`config.mk`:
```
export PLATFORM = sky130hd
export DESIGN_NAME = cave_automaton_row_step_core
export DESIGN_NICKNAME = d
export VERILOG_FILES = /design/src/design/crs_pkg.sv /design/src/design/crs_lane.sv /design/src/design/crs_row.sv /design/src/design/crs_out_fifo.sv /design/src/design/cave_automaton_row_step_core.sv
export SDC_FILE = /design/constraint.sdc
export NUM_CORES = 2
export LEC_CHECK = 0
export BUFFER_PORTS_ARGS = -buffer_cell sky130_fd_sc_hd__buf_2
export CORE_MARGIN = 3
export CORE_UTILIZATION = 45
export DETAILED_ROUTE_END_ITERATION = 8
export GPL_TIMING_DRIVEN = 1
export SLEW_MARGIN = 5
export SYNTH_ARGS = -nofsm -noshare
export SYNTH_HDL_FRONTEND = slang
export SYNTH_SLANG_ARGS = --single-unit
```
`constraint.sdc`:
```
create_clock -name clk -period 5.8 [get_ports clk]
set_input_delay 0 -clock clk [delete_from_list [all_inputs] [get_ports clk]]
set_output_delay 0 -clock clk [all_outputs]
set_load 0.02 [all_outputs]
```
`src/design/crs_pkg.sv`:
```
package crs_pkg;

	// configuration register indices
	localparam int unsigned CFG_IDX_W = 2;
	localparam logic [CFG_IDX_W-1:0] CFG_WIDTH_IN_USE = 2'd0;
	localparam logic [CFG_IDX_W-1:0] CFG_SURVIVE_MIN  = 2'd1;
	localparam logic [CFG_IDX_W-1:0] CFG_BIRTH_MIN    = 2'd2;

	localparam int unsigned WIDTH_CFG_W = 7;
	localparam int unsigned THRESH_W    = 4;
	localparam int unsigned COUNT_W     = 4;

	localparam logic [WIDTH_CFG_W-1:0] WIDTH_RESET   = 7'd64;
	localparam logic [THRESH_W-1:0]    SURVIVE_RESET = 4'd3;
	localparam logic [THRESH_W-1:0]    BIRTH_RESET   = 4'd4;

	// thresholds shared by every lane
	typedef struct packed {
		logic [THRESH_W-1:0] survive_min;
		logic [THRESH_W-1:0] birth_min;
	} crs_rule_t;

endpackage

```
`src/design/crs_lane.sv`:
```
module crs_lane import crs_pkg::*; (
	input  logic [2:0] above,
	input  logic [2:0] here,
	input  logic [2:0] below,
	input  crs_rule_t  rule,
	output logic       cell_out
);

	logic [COUNT_W-1:0] n;

	always_comb begin
		n = COUNT_W'(above[0]) + COUNT_W'(above[1]) + COUNT_W'(above[2])
		  + COUNT_W'(here[0])  + COUNT_W'(here[2])
		  + COUNT_W'(below[0]) + COUNT_W'(below[1]) + COUNT_W'(below[2]);
		if (here[1]) begin
			cell_out = (n >= rule.survive_min);
		end else begin
			cell_out = (n >= rule.birth_min);
		end
	end

endmodule

```
`src/design/crs_row.sv`:
```
module crs_row import crs_pkg::*; #(
	parameter int unsigned ROW_BITS = 64
) (
	input  logic [ROW_BITS-1:0]    above,
	input  logic [ROW_BITS-1:0]    here,
	input  logic [ROW_BITS-1:0]    below,
	input  logic [WIDTH_CFG_W-1:0] width_in_use,
	input  crs_rule_t              rule,
	output logic [ROW_BITS-1:0]    row_out
);

	logic [ROW_BITS-1:0] vmask;
	logic [ROW_BITS-1:0] lane_bit;
	logic [ROW_BITS+1:0] ext_a, ext_h, ext_b;

	// columns past the width in use read as wall
	for (genvar c = 0; c < ROW_BITS; c++) begin : g_mask
		assign vmask[c] = (WIDTH_CFG_W'(c) < width_in_use);
	end

	// one wall column either side of the row
	assign ext_a = {1'b1, above | ~vmask, 1'b1};
	assign ext_h = {1'b1, here  | ~vmask, 1'b1};
	assign ext_b = {1'b1, below | ~vmask, 1'b1};

	for (genvar c = 0; c < ROW_BITS; c++) begin : g_lane
		crs_lane u_lane (
			.above    (ext_a[c+2:c]),
			.here     (ext_h[c+2:c]),
			.below    (ext_b[c+2:c]),
			.rule     (rule),
			.cell_out (lane_bit[c])
		);
	end

	// merge: assemble the row, dead columns forced open
	assign row_out = lane_bit & vmask;

endmodule

```
`src/design/crs_out_fifo.sv`:
```
module crs_out_fifo #(
	parameter int unsigned DATA_W = 65
) (
	input  logic              clk,
	input  logic              arst_n,
	input  logic              push0,
	input  logic [DATA_W-1:0] data0,
	input  logic              push1,
	input  logic [DATA_W-1:0] data1,
	output logic              room2,
	output logic              out_valid,
	input  logic              out_ready,
	output logic [DATA_W-1:0] out_data
);

	localparam int unsigned DEPTH = 4;
	localparam int unsigned PTR_W = $clog2(DEPTH);
	localparam int unsigned CNT_W = $clog2(DEPTH + 1);

	logic [DATA_W-1:0] mem_q [DEPTH];
	logic [PTR_W-1:0]  wr_ptr_q, rd_ptr_q, wr_ptr_p1;
	logic [CNT_W-1:0]  cnt_q;
	logic              pop;

	assign pop       = out_valid && out_ready;
	assign out_valid = (cnt_q != '0);
	assign out_data  = mem_q[rd_ptr_q];
	assign room2     = (cnt_q <= CNT_W'(DEPTH - 2));
	assign wr_ptr_p1 = wr_ptr_q + PTR_W'(1);

	always_ff @(posedge clk) begin
		if (push0) begin
			mem_q[wr_ptr_q] <= data0;
		end
		if (push1) begin
			mem_q[wr_ptr_p1] <= data1;
		end
	end

	always_ff @(posedge clk or negedge arst_n) begin
		if (!arst_n) begin
			wr_ptr_q <= '0;
			rd_ptr_q <= '0;
			cnt_q    <= '0;
		end else begin
			wr_ptr_q <= wr_ptr_q + PTR_W'(push0) + PTR_W'(push1);
			rd_ptr_q <= rd_ptr_q + PTR_W'(pop);
			cnt_q    <= cnt_q + CNT_W'(push0) + CNT_W'(push1) - CNT_W'(pop);
		end
	end

endmodule

```
`src/design/cave_automaton_row_step_core.sv`:
```
// Cave-smoothing automaton, one generation, one grid row per transfer.
// Output: a row's update is pushed into the result queue when the row
// below it is taken; the final row pushes both pending rows at once.
// Throughput: one row per cycle while the queue drains one result per
// cycle and has room for two; a final row adds one extra result.
// Reset: asynchronous, active low; thresholds and width return to defaults.
module cave_automaton_row_step_core import crs_pkg::*; #(
	parameter int unsigned ROW_BITS = 64
) (
	input  logic                   clk,
	input  logic                   arst_n,
	// configuration writes
	input  logic                   cfg_valid,
	output logic                   cfg_ready,
	input  logic [CFG_IDX_W-1:0]   cfg_index,
	input  logic [WIDTH_CFG_W-1:0] cfg_data,
	// row input
	input  logic                   in_valid,
	output logic                   in_ready,
	input  logic [ROW_BITS-1:0]    row_cells,
	input  logic                   final_row,
	// updated rows
	output logic                   out_valid,
	input  logic                   out_ready,
	output logic [ROW_BITS-1:0]    new_row_cells,
	output logic                   frame_end
);

	localparam int unsigned RES_W = ROW_BITS + 1;

	logic [WIDTH_CFG_W-1:0] width_q;
	crs_rule_t              rule_q;

	logic [ROW_BITS-1:0] upper_q, middle_q;
	logic [1:0]          seen_q;

	logic                accept;
	logic                fresh;      // no rows held: start of grid
	logic [ROW_BITS-1:0] above_a, above_b;
	logic [ROW_BITS-1:0] res_a, res_b;
	logic                push0, push1, room2;
	logic [RES_W-1:0]    data0, data1, head;

	// registers are always writable; host writes only while idle
	assign cfg_ready = 1'b1;

	always_ff @(posedge clk or negedge arst_n) begin
		if (!arst_n) begin
			width_q            <= WIDTH_RESET;
			rule_q.survive_min <= SURVIVE_RESET;
			rule_q.birth_min   <= BIRTH_RESET;
		end else if (cfg_valid) begin
			unique case (cfg_index)
				CFG_WIDTH_IN_USE: width_q            <= cfg_data;
				CFG_SURVIVE_MIN:  rule_q.survive_min <= cfg_data[THRESH_W-1:0];
				CFG_BIRTH_MIN:    rule_q.birth_min   <= cfg_data[THRESH_W-1:0];
				default: ;
			endcase
		end
	end

	// take a row only if the queue can absorb two results
	assign in_ready = room2;
	assign accept   = in_valid && in_ready;
	assign fresh    = (seen_q == 2'd0);

	// array A: the pending middle row, with the new row below it.
	// With only one row held the row above is the wall border.
	assign above_a = (seen_q == 2'd1) ? '1 : upper_q;

	crs_row #(.ROW_BITS(ROW_BITS)) u_row_a (
		.above        (above_a),
		.here         (middle_q),
		.below        (row_cells),
		.width_in_use (width_q),
		.rule         (rule_q),
		.row_out      (res_a)
	);

	// array B: the incoming row with walls below; only used on a final row
	assign above_b = fresh ? '1 : middle_q;

	crs_row #(.ROW_BITS(ROW_BITS)) u_row_b (
		.above        (above_b),
		.here         (row_cells),
		.below        ('1),
		.width_in_use (width_q),
		.rule         (rule_q),
		.row_out      (res_b)
	);

	// single-row grid: B alone, flagged as frame end
	assign push0 = accept && (!fresh || final_row);
	assign push1 = accept && !fresh && final_row;
	assign data0 = fresh ? {res_b, 1'b1} : {res_a, 1'b0};
	assign data1 = {res_b, 1'b1};

	crs_out_fifo #(.DATA_W(RES_W)) u_out (
		.clk       (clk),
		.arst_n    (arst_n),
		.push0     (push0),
		.data0     (data0),
		.push1     (push1),
		.data1     (data1),
		.room2     (room2),
		.out_valid (out_valid),
		.out_ready (out_ready),
		.out_data  (head)
	);

	assign new_row_cells = head[RES_W-1:1];
	assign frame_end     = head[0];

	// row history; raw rows kept, masking applied when used
	always_ff @(posedge clk or negedge arst_n) begin
		if (!arst_n) begin
			upper_q  <= '0;
			middle_q <= '0;
			seen_q   <= 2'd0;
		end else if (accept) begin
			if (final_row) begin
				upper_q  <= '0;
				middle_q <= '0;
				seen_q   <= 2'd0;
			end else if (fresh) begin
				middle_q <= row_cells;
				seen_q   <= 2'd1;
			end else begin
				upper_q  <= middle_q;
				middle_q <= row_cells;
				seen_q   <= 2'd2;
			end
		end
	end

endmodule
```
==> flow_metrics.py <==
metrics = {
    "global_routing": {
        "grt_pass1_vias": 49603,
        "grt_use_total_pct": 28.38,
        "grt_max_degree": 82,
        "overflow": 0,
        "grt_pass1_wl_um": 304100,
        "antenna_found_initial": 12,
    },
    "synth": {
        "syn_nets": 8340,
        "synth_top_area_share_pct": 30.40,
        "synthCells": 6409,
        "synth_xor_xnor_area_share_pct": 1.971,
        "yosysTopAreaCell": "ha_1",
        "avgSynthCellArea_um2": 9.498,
        "synth-edff-count": 256,
        "synth_fa_ha_area_share_pct": 42.67,
        "syn_area_mm2": 0.06087,
        "ys_dominant_reg_cell": "edfxtp_1",
        "async_flop_share_pct": 36.89,
        "yosys_warnings": 0,
        "synthSimpleGateAreaFrac_pct": 10.77,
        "ys_top_cells_by_area": "ha_1 (30%), edfxtp_1 (13%), fa_1 (12%), inv_1 (7.0%), dfrtp_1 (6.1%)",
        "seq_area_frac_synth_pct": 19.02,
        "synth_top_family_by_area": "adder cells",
        "ys_ff_latch": 412,
        "synth.distinct_cells": 83,
        "synth_compound_area_share_pct": 14.75,
        "muxShareOfSynthArea_pct": 2.682,
    },
    "placed_design": {
        "hpwl_um": 144300,
        "post-place-ws_ps": 59.29,
        "io_buffers": 145,
        "gp_congestion": 0.8862,
    },
    "timing": {
        "setup_violations": 0,
        "whs_ps": -40.58,
        "fin_crit_ps": 5581,
        "fmax_mhz": 179.2,
        "slew_headroom_pct": 21.01,
        "worst_slack_ps": 218.6,
        "hold_violations": 4,
        "min_period_over_period_pct": 96.23,
        "worst_slew_pin_slew_ps": 1185,
        "slew_viol_final": 0,
        "fin_worst_skew_ps": 25.56,
    },
    "worst_setup_path": {
        "critPathCapture": "u_out.mem_q[0][10]",
        "rr_worst_depth": 18,
        "critPathKind": "reg -> reg",
        "r2r_end": "u_out.mem_q[0][10]",
        "cp-end-kind": "register",
        "startpoint": "width_q[2]",
        "reg2reg_from": "width_q[2]",
        "cp-start-kind": "register",
        "ff2ff_setup_slack_ps": 220,
        "arrival_ps": 5970,
        "path_max_fanout": 8,
        "crit_required_ps": 6190,
    },
    "floorplan": {
        "coreArea_mm2": 0.1340,
        "rows": 134,
        "die_h_um": 373.8,
        "dieArea_mm2": 0.1397,
        "initial_core_util_pct": 45.44,
        "io_pins": 147,
        "dieWidth_um": 373.8,
    },
    "detailed_routing": {
        "vias": 49851,
        "viasPerCell": 5.830,
        "wl_per_cell_um": 23.55,
        "dr.pass1.iters": 6,
        "wirelength_um": 201400,
        "postRouteAntennaNets": 0,
        "drc": 0,
        "drt-initial-drc-count": 3722,
    },
    "clock_network": {
        "clk_latency_ps": 680,
        "cts_tree": "built",
        "root_buffer": "clkbuf_16",
        "clkSinkCount": 412,
        "cts_buffers": 55,
        "path_clk_slew_ps": 60,
        "clockBufferDepth": 3,
        "htreeDepth": 2,
    },
    "run": {
        "drv_cap": 0,
    },
    "worst_hold_path": {
        "min_path_type": "in -> async",
    },
    "cells_and_area": {
        "finalNetCount": 8666,
        "syn2layout_area_growth_pct": 11.72,
        "drive_gt1_share_pct": 9.558,
    },
    "outcome": {
        "status": "complete, but fails checks",
        "violations": "hold timing",
    },
}
-- cells in the mapped netlist (all sizes together), types with 24 or more instances --
cell,instances
ha,1479
a21oi,291
nand2b,213
a211oi,73
nor2,278
nor2b,104
nand2,168
nor4,24
xnor2,135
a22o,127
o21ai,445
nand3b,41
edfxtp,256
inv,1137
o22ai,195
fa,373
or3,130
a21o,37
o21bai,50
nor3b,37
dfrtp,148
mux4,65
or2,71
o21a,29
or4,24
buf,62
clkbuf,100
nor3,52
-- layout make-up --
| cell class | count | area [um^2] |
|---|---|---|
| well taps | 1768 | 2212 |
| diodes | 3 | 7.507 |
| flip-flops and latches | 412 | 11590 |
| fillers | 12238 | 65950 |
| inverters | 1137 | 4298 |
| repair buffers | 431 | 3364 |
| clock inverters | 34 | 455.4 |
| multi-input cells | 4698 | 44570 |
| clock buffers | 68 | 1509 |
-- placed cells by master (no fill, tap or decap), types with 18 or more instances in the layout --
master,count
o211ai_1,22
nor2_1,271
o21ai_0,439
nand3b_1,41
or2_2,67
dfrtp_1,144
o21bai_1,50
nor2b_1,103
o21a_1,25
nand2b_1,210
buf_4,175
inv_1,1131
clkbuf_16,58
dlygate4sd3_1,92
nor3_1,50
a21o_1,37
or4_1,20
ha_1,1479
nor4_1,24
edfxtp_1,256
a21oi_1,286
xnor2_1,134
buf_2,143
a2111oi_0,18
buf_12,20
a211o_1,23
a22o_1,127
a211oi_1,73
or3_1,126
fa_1,373
nand2_1,163
mux4_2,65
o22ai_1,195
nor3b_1,35
-- critical path, cell delays in order (launching register included) --
cell and delay, ps:
dfrtp_1 490, or3_4 490, a21oi_1 530, or3_1 330, ha_1 270, inv_1 70, fa_1 410, inv_1 90
fa_1 430, fa_1 410, inv_1 80, fa_1 400, inv_1 80, ha_1 230, a211o_1 260, a211oi_1 240
nor2_1 60, o2bb2a_1 330, o22ai_1 100
-- timing repair --
item | CTS | global route
resized for setup | 0 | 22
hold endpoints to repair | 229 | 0
buffers inserted | 0 | 5
setup endpoints to repair | 0 | 81
hold buffers | 92 | 0
-- metrics by stage --
stage	cells	instance area (um^2)	hold slack (ps)	utilization (%)	setup TNS, ps
2_1_floorplan	6409	60870	-295.6	-	0
3_3_place_gp	8349	64970	122.4	48.50	0
3_5_place_dp	8349	64970	135.7	48.50	0
4_1_cts	8543	67860	11.95	50.65	0
5_1_grt	8550	68010	51.44	50.77	-4.401
6_report	8551	68010	-40.58	50.77	0
-- sequential cells by signal, indices dropped and copies added, names as in the netlist --
signal and cells:
seen_q 2, u_out.cnt_q 3, width_q 7, u_out.wr_ptr_q 2, middle_q 64, u_out.mem_q 260, rule_q 8, u_out.rd_ptr_q 2
upper_q 64
-- kinds of logic (layout without fill, tap and decap cells) --
family          count (synthesis)  count (layout)
compound gates               1424            1424
buf+inv                      1299            1670
fa+ha+maj                    1852            1852
other cells                     1               4
simple gates                 1204            1204
xor+xnor                      137             137
mux                            80              80
flops                         412             412
-- worst min-delay path by stage --
stage,end,start,depth (start not counted)
6_report,middle_q[62],arst_n,2
5_1_grt,middle_q[62],arst_n,2
4_1_cts,middle_q[62],arst_n,2
3_5_place_dp,middle_q[62],arst_n,1
3_3_place_gp,middle_q[62],arst_n,1
2_1_floorplan,middle_q[0],arst_n,0
-- routing by layer --
metal	part of all wire [%]	wire length (um)	up-vias	track usage (%)
li1	-	-	23159	-
met1	42	85520	24417	37.75
met2	46	93020	1894	46.88
met3	7.5	15190	379	4.122
met4	3.8	7643	2	10.42
met5	0.0065	13	-	0
Power is not shown: default switching activity piles up to over one toggle a cycle in this logic, so the estimate is an artifact.
